**src/rtl/core/wsp_pkg.sv**
```systemverilog
`timescale 1ns / 1ps
// ---------------------------------------------------------------------------
// wsp_pkg: shared types and constants for the WAV stream to PCM16 parser
// Beat structs, result kinds and the record passed from parser to converter.
// ---------------------------------------------------------------------------
package wsp_pkg;

    typedef struct packed {
        logic [7:0] data_byte;
        logic       last_byte;
    } t_in_beat;

    typedef struct packed {
        logic [2:0]        kind;
        logic signed [15:0] sample;
        logic [31:0]       rate;
        logic [15:0]       channel_count;
        logic              end_mark;
    } t_out_beat;

    localparam logic [2:0] KIND_SAMPLE = 3'd0;
    localparam logic [2:0] KIND_OK     = 3'd1;
    localparam logic [2:0] KIND_BADHDR = 3'd2;
    localparam logic [2:0] KIND_NODATA = 3'd3;
    localparam logic [2:0] KIND_UNSUP  = 3'd4;

    localparam logic [31:0] TAG_RIFF = 32'h4646_4952;
    localparam logic [31:0] TAG_WAVE = 32'h4556_4157;
    localparam logic [31:0] TAG_FMT  = 32'h2074_6D66;
    localparam logic [31:0] TAG_DATA = 32'h6174_6164;

    // Sample conversion selector
    localparam logic [2:0] CV_U8  = 3'd0;
    localparam logic [2:0] CV_S16 = 3'd1;
    localparam logic [2:0] CV_S24 = 3'd2;
    localparam logic [2:0] CV_S32 = 3'd3;
    localparam logic [2:0] CV_F32 = 3'd4;

    localparam int unsigned QUEUE_DEPTH = 4;

    // One queued job: a raw sample word, a status, or both
    typedef struct packed {
        logic        has_sample;
        logic [2:0]  conv;
        logic [31:0] raw;
        logic        has_status;
        logic [2:0]  kind;
        logic [31:0] rate;
        logic [15:0] channel_count;
    } t_job;

endpackage

```
**src/rtl/core/wsp_front.sv**
```systemverilog
`timescale 1ns / 1ps
// ---------------------------------------------------------------------------
// wsp_front: RIFF/WAVE chunk walker
// Tracks the header, chunk list and fmt fields; emits one job per byte that
// completes a sample or ends the file.
// ---------------------------------------------------------------------------
module wsp_front
    import wsp_pkg::*;
(
    input  logic        i_clk,
    input  logic        i_rst_n,
    input  logic [31:0] i_file_length,
    input  logic        i_valid,
    input  t_in_beat    i_beat,
    output logic        o_stall,
    output logic        o_job_valid,
    output t_job        o_job,
    input  logic        i_job_stall
);

    localparam logic [2:0] PH_HEADER = 3'd0;
    localparam logic [2:0] PH_CHDR   = 3'd1;
    localparam logic [2:0] PH_BODY   = 3'd2;
    localparam logic [2:0] PH_PAD    = 3'd3;
    localparam logic [2:0] PH_STOP   = 3'd4;

    logic [2:0]  r_phase,  n_phase;
    logic [31:0] r_pos,    n_pos;
    logic [31:0] r_tag,    n_tag;
    logic [31:0] r_left,   n_left;
    logic [15:0] r_fmt,    n_fmt;
    logic [15:0] r_chan,   n_chan;
    logic [31:0] r_rate,   n_rate;
    logic [15:0] r_bits,   n_bits;
    logic [31:0] r_asm,    n_asm;
    logic [1:0]  r_acnt,   n_acnt;
    logic        r_bad,    n_bad;
    logic        r_fseen,  n_fseen;
    logic        r_dtaken, n_dtaken;
    logic        r_emit,   n_emit;

    logic        take;
    logic [31:0] nxt;
    logic [32:0] hdr_end;
    logic        sup;
    logic [2:0]  conv;
    logic [2:0]  bps;
    logic [31:0] shb;
    logic [31:0] new_asm;
    logic        job_s, job_t;
    logic [2:0]  kind;

    function automatic logic sup_next(input logic [15:0] f, input logic [15:0] b);
        if (f == 16'd1)
            return b == 16'd8 || b == 16'd16 || b == 16'd24 || b == 16'd32;
        return f == 16'd3 && b == 16'd32;
    endfunction

    assign o_stall = i_job_stall;
    assign take    = i_valid && !i_job_stall;
    assign nxt     = (r_pos == 32'hFFFF_FFFF) ? r_pos : r_pos + 32'd1;
    assign hdr_end  = {1'b0, nxt} + 33'd8;

    always_comb begin
        sup = 1'b0;
        if (r_fmt == 16'd1)
            sup = r_bits == 16'd8 || r_bits == 16'd16 || r_bits == 16'd24 || r_bits == 16'd32;
        else if (r_fmt == 16'd3)
            sup = r_bits == 16'd32;
    end

    always_comb begin
        if (r_bits == 16'd8)       conv = CV_U8;
        else if (r_bits == 16'd16) conv = CV_S16;
        else if (r_bits == 16'd24) conv = CV_S24;
        else if (r_fmt == 16'd1)   conv = CV_S32;
        else                       conv = CV_F32;
    end

    assign bps = r_bits[5:3];
    assign shb = {24'd0, i_beat.data_byte};

    always_comb begin
        n_phase = r_phase; n_pos = r_pos; n_tag = r_tag; n_left = r_left;
        n_fmt = r_fmt; n_chan = r_chan; n_rate = r_rate; n_bits = r_bits;
        n_asm = r_asm; n_acnt = r_acnt; n_bad = r_bad; n_fseen = r_fseen;
        n_dtaken = r_dtaken; n_emit = r_emit;
        job_s = 1'b0;
        new_asm = r_asm | (shb << {r_acnt, 3'b000});

        unique case (r_phase)
            PH_HEADER: begin
                if (r_pos < 32'd4 || (r_pos >= 32'd8 && r_pos < 32'd12))
                    n_tag = r_tag | (shb << {r_pos[1:0], 3'b000});
                if (r_pos == 32'd3) begin
                    if (n_tag != TAG_RIFF) n_bad = 1'b1;
                    n_tag = '0;
                end
                if (r_pos == 32'd11) begin
                    if (n_tag != TAG_WAVE) n_bad = 1'b1;
                    n_tag = '0;
                    if (n_bad) n_phase = PH_STOP;
                    else if (hdr_end > {1'b0, i_file_length}) n_phase = PH_STOP;
                    else begin
                        n_phase = PH_CHDR; n_left = 32'd8; n_asm = '0;
                    end
                end
            end
            PH_CHDR: begin
                if (r_left > 32'd4)
                    n_tag = r_tag | (shb << {2'(3'd0 - r_left[1:0]), 3'b000});
                else
                    n_asm = r_asm | (shb << {2'(3'd0 - r_left[1:0]), 3'b000});
                n_left = r_left - 32'd1;
            end
            PH_BODY: begin
                if (r_tag == TAG_FMT) begin
                    case (r_asm[4:0])
                        5'd0:  n_fmt[7:0]   = i_beat.data_byte;
                        5'd1:  n_fmt[15:8]  = i_beat.data_byte;
                        5'd2:  n_chan[7:0]  = i_beat.data_byte;
                        5'd3:  n_chan[15:8] = i_beat.data_byte;
                        5'd4:  n_rate[7:0]  = i_beat.data_byte;
                        5'd5:  n_rate[15:8] = i_beat.data_byte;
                        5'd6:  n_rate[23:16] = i_beat.data_byte;
                        5'd7:  n_rate[31:24] = i_beat.data_byte;
                        5'd14: n_bits[7:0]  = i_beat.data_byte;
                        5'd15: n_bits[15:8] = i_beat.data_byte;
                        default: ;
                    endcase
                    if (r_asm < 32'd16) n_asm = r_asm + 32'd1;
                end else if (r_tag == TAG_DATA && r_emit) begin
                    if ({1'b0, r_acnt} + 3'd1 >= bps) begin
                        job_s = 1'b1;
                        n_asm = '0; n_acnt = '0;
                    end else begin
                        n_asm = new_asm;
                        n_acnt = r_acnt + 2'd1;
                    end
                end
                n_left = r_left - 32'd1;
                if (n_left == 32'd0) begin
                    if (nxt[0]) n_phase = PH_PAD;
                    else if (hdr_end > {1'b0, i_file_length}) n_phase = PH_STOP;
                    else begin
                        n_phase = PH_CHDR; n_left = 32'd8; n_tag = '0; n_asm = '0;
                    end
                end
            end
            PH_PAD: begin
                if (hdr_end > {1'b0, i_file_length}) n_phase = PH_STOP;
                else begin
                    n_phase = PH_CHDR; n_left = 32'd8; n_tag = '0; n_asm = '0;
                end
            end
            default: ;
        endcase

        // Chunk header complete: size sits in n_asm
        if (r_phase == PH_CHDR && n_left == 32'd0) begin
            if ({1'b0, nxt} + {1'b0, n_asm} > {1'b0, i_file_length}) begin
                n_phase = PH_STOP;
            end else begin
                if (n_tag == TAG_FMT && n_asm >= 32'd16 && !r_dtaken) begin
                    n_fseen = 1'b1;
                end else if (n_tag == TAG_DATA && r_fseen && !r_dtaken) begin
                    n_dtaken = 1'b1;
                    if (r_chan != 16'd0 && r_rate != 32'd0 && sup) n_emit = 1'b1;
                end else begin
                    n_tag = '0;
                end
                n_left = n_asm;
                n_acnt = '0;
                if (n_asm == 32'd0) begin
                    if (nxt[0]) n_phase = PH_PAD;
                    else if (hdr_end > {1'b0, i_file_length}) n_phase = PH_STOP;
                    else begin
                        n_phase = PH_CHDR; n_left = 32'd8; n_tag = '0;
                    end
                end else begin
                    n_phase = PH_BODY;
                end
                n_asm = '0;
            end
        end
        n_pos = nxt;

        job_t = i_beat.last_byte;
        if (nxt < 32'd44 || n_bad)                                    kind = KIND_BADHDR;
        else if (!n_dtaken || n_chan == 16'd0 || n_rate == 32'd0)     kind = KIND_NODATA;
        else if (!sup_next(n_fmt, n_bits))                            kind = KIND_UNSUP;
        else                                                          kind = KIND_OK;
    end

    always_ff @(posedge i_clk) begin
        if (!i_rst_n) begin
            r_phase <= PH_HEADER; r_pos <= '0; r_tag <= '0; r_left <= '0;
            r_fmt <= '0; r_chan <= '0; r_rate <= '0; r_bits <= '0;
            r_asm <= '0; r_acnt <= '0;
            r_bad <= 1'b0; r_fseen <= 1'b0; r_dtaken <= 1'b0; r_emit <= 1'b0;
        end else if (take) begin
            if (i_beat.last_byte) begin
                r_phase <= PH_HEADER; r_pos <= '0; r_tag <= '0; r_left <= '0;
                r_fmt <= '0; r_chan <= '0; r_rate <= '0; r_bits <= '0;
                r_asm <= '0; r_acnt <= '0;
                r_bad <= 1'b0; r_fseen <= 1'b0; r_dtaken <= 1'b0; r_emit <= 1'b0;
            end else begin
                r_phase <= n_phase; r_pos <= n_pos; r_tag <= n_tag; r_left <= n_left;
                r_fmt <= n_fmt; r_chan <= n_chan; r_rate <= n_rate; r_bits <= n_bits;
                r_asm <= n_asm; r_acnt <= n_acnt;
                r_bad <= n_bad; r_fseen <= n_fseen; r_dtaken <= n_dtaken;
                r_emit <= n_emit;
            end
        end
    end

    assign o_job_valid = i_valid && (job_s || job_t);
    always_comb begin
        o_job.has_sample    = job_s;
        o_job.conv          = conv;
        o_job.raw           = new_asm;
        o_job.has_status    = job_t;
        o_job.kind          = kind;
        o_job.rate          = n_rate;
        o_job.channel_count = n_chan;
    end

endmodule

```
**src/rtl/core/wsp_queue.sv**
```systemverilog
`timescale 1ns / 1ps
// ---------------------------------------------------------------------------
// wsp_queue: small job FIFO between walker and converter
// Registered storage, full/empty from a count.
// ---------------------------------------------------------------------------
module wsp_queue
    import wsp_pkg::*;
#(
    parameter int unsigned DEPTH = QUEUE_DEPTH
) (
    input  logic i_clk,
    input  logic i_rst_n,
    input  logic i_wr_valid,
    input  t_job i_wr_job,
    output logic o_full,
    output logic o_rd_valid,
    output t_job o_rd_job,
    input  logic i_rd_take
);

    localparam int unsigned AW = (DEPTH > 1) ? $clog2(DEPTH) : 1;

    t_job              r_mem [DEPTH];
    logic [AW-1:0]     r_wp, r_rp;
    logic [AW:0]       r_cnt;
    logic              wr, rd;

    assign o_full     = r_cnt == (AW+1)'(DEPTH);
    assign o_rd_valid = r_cnt != '0;
    assign o_rd_job   = r_mem[r_rp];
    assign wr = i_wr_valid && !o_full;
    assign rd = i_rd_take && o_rd_valid;

    always_ff @(posedge i_clk) begin
        if (wr) r_mem[r_wp] <= i_wr_job;
    end

    always_ff @(posedge i_clk) begin
        if (!i_rst_n) begin
            r_wp <= '0; r_rp <= '0; r_cnt <= '0;
        end else begin
            if (wr) r_wp <= (r_wp == AW'(DEPTH-1)) ? '0 : r_wp + AW'(1);
            if (rd) r_rp <= (r_rp == AW'(DEPTH-1)) ? '0 : r_rp + AW'(1);
            r_cnt <= r_cnt + (AW+1)'(wr) - (AW+1)'(rd);
        end
    end

endmodule

```
**src/rtl/core/wsp_back.sv**
```systemverilog
`timescale 1ns / 1ps
// ---------------------------------------------------------------------------
// wsp_back: sample converter and result sequencer
// Converts raw words to 16-bit samples and sends sample then status beats.
// ---------------------------------------------------------------------------
module wsp_back
    import wsp_pkg::*;
(
    input  logic      i_clk,
    input  logic      i_rst_n,
    input  logic      i_job_valid,
    input  t_job      i_job,
    output logic      o_job_take,
    output logic      o_valid,
    output t_out_beat o_beat,
    input  logic      i_stall
);

    logic        r_valid;
    t_out_beat   r_beat;
    logic        r_half;   // sample of current job already sent
    logic [15:0] cv;
    logic        load;
    logic        two;

    // Float: clamp to +-1, scale by 32767 and truncate. For |f|<1 the product
    // m*32767 = m*2^15 - m, rounded to 24 bits then truncated toward zero.
    logic [7:0]  fe;
    logic [23:0] fm;
    logic [39:0] prod;
    logic [5:0]  lz;
    logic [39:0] nrm;
    logic [23:0] rm;
    logic        rb, st;
    logic [24:0] rnd;
    logic [15:0] mag;

    assign fe = i_job.raw[30:23];
    assign fm = {1'b1, i_job.raw[22:0]};
    assign prod = {16'd0, fm} * 40'd32767;

    always_comb begin
        lz = '0;
        for (int k = 39; k >= 0; k--) begin
            if (prod[k] && lz == '0) lz = 6'(39 - k);
        end
        nrm = prod << lz;
        rm  = nrm[39:16];
        rb  = nrm[15];
        st  = |nrm[14:0];
        rnd = {1'b0, rm} + 25'((rb && (st || rm[0])) ? 1 : 0);
        // value = rnd * 2^-(7 + lz + (127 - fe)); a rounding carry lands in rnd[24]
        mag = '0;
        if (fe < 8'd127) begin
            if (8'd127 - fe <= 8'd16)
                mag = 16'(rnd >> (8'd7 + 8'(lz) + (8'd127 - fe)));
        end else begin
            mag = 16'd32767;
        end
    end

    always_comb begin
        unique case (i_job.conv)
            CV_U8:  cv = {i_job.raw[7:0] ^ 8'h80, 8'h00};
            CV_S16: cv = i_job.raw[15:0];
            CV_S24: cv = i_job.raw[23:8];
            CV_S32: cv = i_job.raw[31:16];
            default: begin
                if (fe == 8'hFF && i_job.raw[22:0] != '0) cv = '0;
                else if (i_job.raw[31]) cv = -mag;
                else cv = mag;
            end
        endcase
    end

    assign two  = i_job.has_sample && i_job.has_status;
    assign load = i_job_valid && (!r_valid || !i_stall);
    assign o_job_take = load && (!two || r_half);

    always_ff @(posedge i_clk) begin
        if (!i_rst_n) begin
            r_valid <= 1'b0;
            r_half  <= 1'b0;
        end else begin
            if (load) begin
                r_valid <= 1'b1;
                r_half  <= two && !r_half;
            end else if (!i_stall) begin
                r_valid <= 1'b0;
            end
        end
    end

    always_ff @(posedge i_clk) begin
        if (load) begin
            if (i_job.has_sample && !r_half) begin
                r_beat.kind          <= KIND_SAMPLE;
                r_beat.sample        <= cv;
                r_beat.rate          <= '0;
                r_beat.channel_count <= '0;
                r_beat.end_mark      <= 1'b0;
            end else begin
                r_beat.kind          <= i_job.kind;
                r_beat.sample        <= '0;
                r_beat.rate          <= i_job.rate;
                r_beat.channel_count <= i_job.channel_count;
                r_beat.end_mark      <= 1'b1;
            end
        end
    end

    assign o_valid = r_valid;
    assign o_beat  = r_beat;

endmodule

```
**src/rtl/core/wav_stream_to_pcm16.sv**
```systemverilog
`timescale 1ns / 1ps
// ---------------------------------------------------------------------------
// wav_stream_to_pcm16: streaming RIFF/WAVE parser with PCM16 conversion
// Walks the chunk list byte by byte and converts the first data chunk after fmt.
// ---------------------------------------------------------------------------
// Throughput: one input beat per cycle while the job queue is not full; a byte
//   ending the file while also finishing a sample yields two result beats.
// Path: the job is queued at the accepting edge and later loaded into the output
//   register, where the result beat is offered; an output stall can hold it queued.
// Reset: synchronous active-low; clears walker state, queue, output valid and file_length.
// The walker is stalled only when the job queue is full.
module wav_stream_to_pcm16
    import wsp_pkg::*;
#(
    parameter int unsigned P_QUEUE_DEPTH = QUEUE_DEPTH
) (
    input  logic        i_clk,
    input  logic        i_rst_n,
    input  logic        i_cfg_we,
    input  logic [31:0] i_cfg_data,
    input  logic        i_valid,
    input  t_in_beat    i_data,
    output logic        o_stall,
    output logic        o_valid,
    output t_out_beat   o_data,
    input  logic        i_stall
);

    logic [31:0] r_file_length;
    logic        job_valid, q_full, q_valid, q_take;
    t_job        job, q_job;

    always_ff @(posedge i_clk) begin
        if (!i_rst_n) r_file_length <= '0;
        else if (i_cfg_we) r_file_length <= i_cfg_data;
    end

    // Front: chunk walk, one job per sample or end of file
    wsp_front u_front (
        .i_clk(i_clk), .i_rst_n(i_rst_n), .i_file_length(r_file_length),
        .i_valid(i_valid), .i_beat(i_data), .o_stall(o_stall),
        .o_job_valid(job_valid), .o_job(job), .i_job_stall(q_full)
    );

    wsp_queue #(.DEPTH(P_QUEUE_DEPTH)) u_queue (
        .i_clk(i_clk), .i_rst_n(i_rst_n), .i_wr_valid(job_valid), .i_wr_job(job),
        .o_full(q_full), .o_rd_valid(q_valid), .o_rd_job(q_job), .i_rd_take(q_take)
    );

    // Back: conversion and result beats
    wsp_back u_back (
        .i_clk(i_clk), .i_rst_n(i_rst_n), .i_job_valid(q_valid), .i_job(q_job),
        .o_job_take(q_take), .o_valid(o_valid), .o_beat(o_data), .i_stall(i_stall)
    );

    a_stall_full: assert property (@(posedge i_clk) disable iff (!i_rst_n)
        o_stall == q_full) else $error("stall not tied to queue full");
    a_end_kind: assert property (@(posedge i_clk) disable iff (!i_rst_n)
        o_valid && o_data.end_mark |-> o_data.kind != KIND_SAMPLE)
        else $error("status beat with sample kind");
    a_sample_kind: assert property (@(posedge i_clk) disable iff (!i_rst_n)
        o_valid && !o_data.end_mark |-> o_data.kind == KIND_SAMPLE)
        else $error("sample beat with status kind");

endmodule
```
**config.mk**
```make
export PLATFORM = sky130hd
export DESIGN_NAME = wav_stream_to_pcm16
export DESIGN_NICKNAME = d
export VERILOG_FILES = /design/src/rtl/core/wsp_pkg.sv /design/src/rtl/core/wsp_front.sv /design/src/rtl/core/wsp_queue.sv /design/src/rtl/core/wsp_back.sv /design/src/rtl/core/wav_stream_to_pcm16.sv
export SDC_FILE = /design/constraint.sdc
export NUM_CORES = 2
export LEC_CHECK = 0
export BUFFER_PORTS_ARGS = -buffer_cell sky130_fd_sc_hd__buf_2
export CELL_PAD_IN_SITES_DETAIL_PLACEMENT = 1
export CELL_PAD_IN_SITES_GLOBAL_PLACEMENT = 1
export CORE_MARGIN = 5
export CORE_UTILIZATION = 40
export CTS_CLUSTER_DIAMETER = 60
export DETAILED_ROUTE_END_ITERATION = 12
export GPL_ROUTABILITY_DRIVEN = 0
export GPL_TIMING_DRIVEN = 0
export MAX_ROUTING_LAYER = met4
export PLACE_DENSITY = 0.65
export SLEW_MARGIN = 20
export SYNTH_ARGS = -nofsm -noshare
export SYNTH_HDL_FRONTEND = slang
export SYNTH_SLANG_ARGS = --single-unit
```
**constraint.sdc**
```tcl
create_clock -name i_clk -period 39.1 [get_ports i_clk]
set_input_delay 0 -clock i_clk [delete_from_list [all_inputs] [get_ports i_clk]]
set_output_delay 0 -clock i_clk [all_outputs]
set_load 0.1 [all_outputs]
```
* Word level (Yosys, flattened, before mapping)
Memory sizes are Yosys's and may differ from the RTL's. A register that Yosys moved wholly into a read port is not among the register bits.
Cells that the tools add are included.
** Storage, ports and cells
- Bits in registers :: 326
- RAM bits :: 352
- Input port bits :: 46
- Output and inout port bits :: 70
- Logic and storage cells :: 434
- Memories :: 1
** Memories
- u_queue.r_mem :: words 4, bits a word 88, read ports 1, clocked after memory_dff 1, wr ports 1, line wsp_queue.sv:23 : t_job r_mem [DEPTH];
** Operators by class
- Add/subtract/negate cells :: 17
- $mul :: 1
- Magnitude comparators :: 12
- Equality and inequality tests :: 45
- Shifts and indexed selects :: 5
- Muxes and demuxes :: 184
- Bitwise gates (word level) :: 5
- Reduce and logical (&&, ||, !) cells :: 139
** Operators by type and width (count)
- $mux W32 :: 48
- $pmux W32 S4 :: 3
- $logic_not A6 Y1 :: 38
- $mux W6 :: 38
- $mux W16 :: 13
- $logic_not A32 Y1 :: 4
- $or A32 B32 Y32 :: 4
- $shl A8 B5 Y32 :: 3
- $mux W8 :: 10
- $gt A33 B32 Y1 :: 2
- $add A32 B1 Y32 const B :: 2
- $eq A16 B5 Y1 const B :: 4
- $eq A32 B30 Y1 const B :: 2
- $eq A32 B31 Y1 const B :: 2
- $ne A32 B31 Y1 const B :: 2
- $pmux W16 S4 :: 1
- $logic_and A1 B1 Y1 :: 59
- $mux W3 :: 16
- $mux W1 :: 43
- $shl A39 B6 Y40 :: 1
- $mul A24 B15 Y39 const B :: 1
- $add A32 B32 Y33 :: 1
- $add A32 B4 Y33 const B :: 1
- $eq A16 B1 Y1 const B :: 2
- other kinds (57) :: 108

* Depth between registers and ports, before layout
- Depth after elaboration :: 129
- Mapped depth :: 85
- Depth with buffers taken out :: 81

* Hierarchy
From an unflattened synthesis, not the netlist that was laid out.
** Unflattened totals
- Cells, all modules :: 5592
- Area total of the unflattened synthesis :: 52883.2 um^2
** By module, submodules not included
- wsp_front :: instances 1, cells each 2712, area each 19844.0 um^2
- wsp_back :: instances 1, cells each 2264, area each 18629.1 um^2
- wsp_queue :: instances 1, cells each 513, area each 13166.4 um^2
- wav_stream_to_pcm16 :: instances 1, cells each 103, area each 1243.7 um^2

* Worst setup path before layout
OpenSTA, ideal clock, no wires.
- Path type :: reg2reg
- From :: register with a tool-made name
- To :: register u_back.r_beat, in the netlist u_back.o_beat[63] (data pin)
- Arrival :: 17329 ps
- Setup slack :: 21504 ps
- Stages on the path, launching flop included :: 71
- Buffers on the path :: 13
- Clock period less this slack :: 17596 ps
- Path through :: dfxtp_1 -> buf_1 -> clkbuf_1 -> buf_1 -> clkbuf_1 -> mux4_2 -> inv_1 -> fa_1 -> fa_1 -> inv_1 -> fa_1 -> fa_1 -> fa_1 -> inv_1 -> fa_1 -> inv_1 -> ha_1 -> buf_6 -> [35 not listed] -> nor2_1 -> a21oi_1 -> nor3_1 -> nor2_1 -> a31oi_1 -> dlygate4sd3_1 -> nand2_1 -> a211oi_1 -> a211oi_2 -> a221o_1 -> a32oi_1 -> o31a_1 -> inv_1 -> ha_1 -> and3_1 -> and3b_2 -> mux2_2 -> o211ai_2
** RTL lines
- end, declared :: line wsp_back.sv:20 : t_out_beat r_beat;

==> impl_metrics.yaml <==
clocking:
  htree_levels: 3
  cts_setup_buffers: 0
  hold_buffers: 36
  clock-sinks: 680
  cts_tree: "yes"
  clkLatencyLatePin_ns: 0.66
  path_clk_slew_ns: 0.07
  cts_inserted_buffers: 74
  cts-resized-gates: 0
  cts-root-buf: "clkbuf_16"
  clockBufferDepth: 3
grt:
  grt_use_met3: 0.03504
  antenna_found_initial: 1
  grt_usage: 0.2911
  grt.busiest_layer: "met2"
  gr-usage-met1: 0.3707
  grt_max_degree: 46
  grt_util_met2: 0.4748
  grt_overflow: 0
  grt_pass1_wl_mm: 290.0
  grt_pass1_vias: 45640
synthesis:
  synth_area_leaders: "edfxtp_1 25%, dfxtp_1 10%, fa_1 7.0%"
  synth_nets: 5705
  yosys.area.top_type_share: 0.2505
  synth_ff_type: "edfxtp_1"
  synth_warnings: 0
  yosysSeqAreaShare: 0.3539
  synth_edf_count: 420
  synth_cell_types: 137
  syn_area_per_cell_um2: 9.585
  synthTopCellsByCount: "431 x inv_1, 420 x edfxtp_1, 392 x nand2_1, 271 x o21ai_0, 269 x nor2_1"
  ys_seq_elements: 680
  synth-async-reset-ratio: 0
  synthCells: 5252
  yosysTopAreaCell: "edfxtp_1"
  synth_area_um2: 50340
  synth_most_common_cell: "inv_1"
routing:
  vias_per_cell: 6.096
  dr.first_iter.drc_count: 3627
  remaining_drc_errors: 0
  routed_wl_mm: 191.3
  drt_pass1_iterations: 5
  vias: 43860
  routedWlPerCell_um: 26.58
  drtAntennaViolNets: 0
timing:
  period_share: 0.5755
  setup-tns-final_ns: 0
  tightest_slew_ns: 1.244
  max_slew_margin: 0.1652
  fin_crit_ns: 22.50
  max_freq_mhz: 44.44
  skew_ns: 0.02062
  slew_viol_final: 0
  final-hold-violation-count: 0
  rsz0062_at_grt: "no"
  setup_viol: 0
floorplanning:
  die_area_um2: 133000
  initial_core_util: 0.4014
  die_x_um: 364.7
  coreArea_um2: 125400
  ios: 116
  die_h_um: 364.7
  rows: 130
run_status:
  outcome: "finished, final reports clean"
finish:
  post-route-util: 0.4496
  fin_nets: 5939
  area_delta_synth_final_pct: 12.00
  stdcell_area_um2: 56380
  n_antenna_cell: 0
  layout-drive-gt1-share: 0.1026
critical_path:
  crit_slowest_cell: "dlygate4sd3_1"
  crit_type: "reg2reg"
  cp.required_ns: 39.49
  crit_top_cell: "fa_1"
  endpoint_kind: "flip-flop"
  max_stage_delay_ns: 0.89
  critical_path.max_fanout: 10
  worstPathArrival_ns: 22.89
  start_kind: "flip-flop"
job:
  max_cap_violations: 0
placement:
  portBuffers: 108
  dpl_cell_area_um2: 53290
  dp.final_hpwl_mm: 149.8
worst_hold_path:
  min_path_type: "in2reg"
  min_from: "i_rst_n"
worst paths after layout:
path | end | slack, ns | cells after the start
hold reg to reg | u_front.r_tag[23]$_SDFFE_PN0P_ | 0.47 | 2
hold / removal | u_front.r_tag[14]$_SDFFE_PN0P_ | 0.08 | 4
setup reg to reg | u_back.o_beat[57]$_SDFFCE_PN0P_ | 16.60 | 65
setup / recovery | u_back.o_beat[57]$_SDFFCE_PN0P_ | 16.60 | 65
state kept, by name, indices dropped and copies added, names as in the netlist, 2 cells and up, named ones only:
register         cells
u_front.r_pos       32
u_front.r_left      32
u_front.r_acnt       2
u_queue.r_cnt        3
u_queue.r_wp         2
u_front.r_fmt       16
u_queue.r_rp         2
u_front.r_chan      16
u_front.r_bits      16
u_front.r_rate      32
u_front.r_tag       32
u_front.r_phase      3
u_queue.r_mem      352
u_front.r_asm       32
u_back.o_beat       68
r_file_length       32
per-stage QoR:
stage | worst slack (ns) | cells | hold WS (ns)
6_report | 16.60 | 7195 | 0.07814
5_1_grt | 15.26 | 7195 | 0.1190
4_1_cts | 16.68 | 7194 | 0.02075
2_1_floorplan | 21.50 | 5252 | 0.09887
3_3_place_gp | 16.81 | 7010 | 0.2603
3_5_place_dp | 16.76 | 7023 | 0.2661
area by class of cell:
class                      instances  area (µm²)
buffer                           292        1401
timing repair buffer             158        1206
clock buffer                      96        2006
inverter                         437        1640
tap                             1650        2064
multi-input combinational       3843       29550
sequential                       680       17820
fill                           14260       69030
clock inverter                    39       689.4
cells in the final DEF, fill, tap and decap left out, types with 53 or more instances in the layout:
| master | count |
|---|---|
| xnor2_1 | 118 |
| inv_1 | 431 |
| nor4_1 | 96 |
| edfxtp_1 | 420 |
| nand3_1 | 119 |
| o22ai_1 | 53 |
| and2_1 | 136 |
| and3_1 | 59 |
| a21oi_1 | 229 |
| dfxtp_1 | 260 |
| fa_1 | 176 |
| ha_1 | 231 |
| nand2_1 | 392 |
| nor3_1 | 123 |
| clkbuf_1 | 201 |
| o21ai_0 | 270 |
| nor2_1 | 269 |
| nand4_1 | 106 |
| a21o_1 | 91 |
| clkbuf_16 | 75 |
| buf_2 | 145 |
| a22oi_1 | 169 |
| nor2b_1 | 203 |
| mux4_2 | 85 |
| mux2i_1 | 68 |
metal layers:
| layer | routed length, µm | vias to the layer above | part of all wire |
|---|---|---|---|
| met2 | 90650 | 1480 | 0.47 |
| met1 | 81650 | 22190 | 0.43 |
| met3 | 10060 | 402 | 0.053 |
| li1 | - | 19790 | - |
| met5 | 0 | - | 0 |
| met4 | 8893 | 0 | 0.046 |
worst max-delay path: cells and delay by family (launching register included):
| kind | cells | cell delay, ns |
|---|---|---|
| fa+ha+maj | 9 | 4.37 |
| buf+inv | 16 | 5.31 |
| flops | 1 | 0.35 |
| simple gates | 16 | 4.65 |
| mux | 1 | 0.62 |
| compound gates | 22 | 6.68 |
| xor+xnor | 1 | 0.19 |
logic make-up after synthesis:
family | after synthesis | share of synthesized area
AOI/OAI and AO/OA | 1384 | 0.1917
muxes | 181 | 0.05781
buffers and inverters | 729 | 0.06042
adders and majority gates | 407 | 0.1274
other | 1 | 0.00007450
and+or+nand+nor | 1699 | 0.1785
DFF | 680 | 0.3539
xor gates and xnor gates | 171 | 0.03013
Power is not shown: default switching activity piles up to over one toggle a cycle in this logic, so the estimate is an artifact.
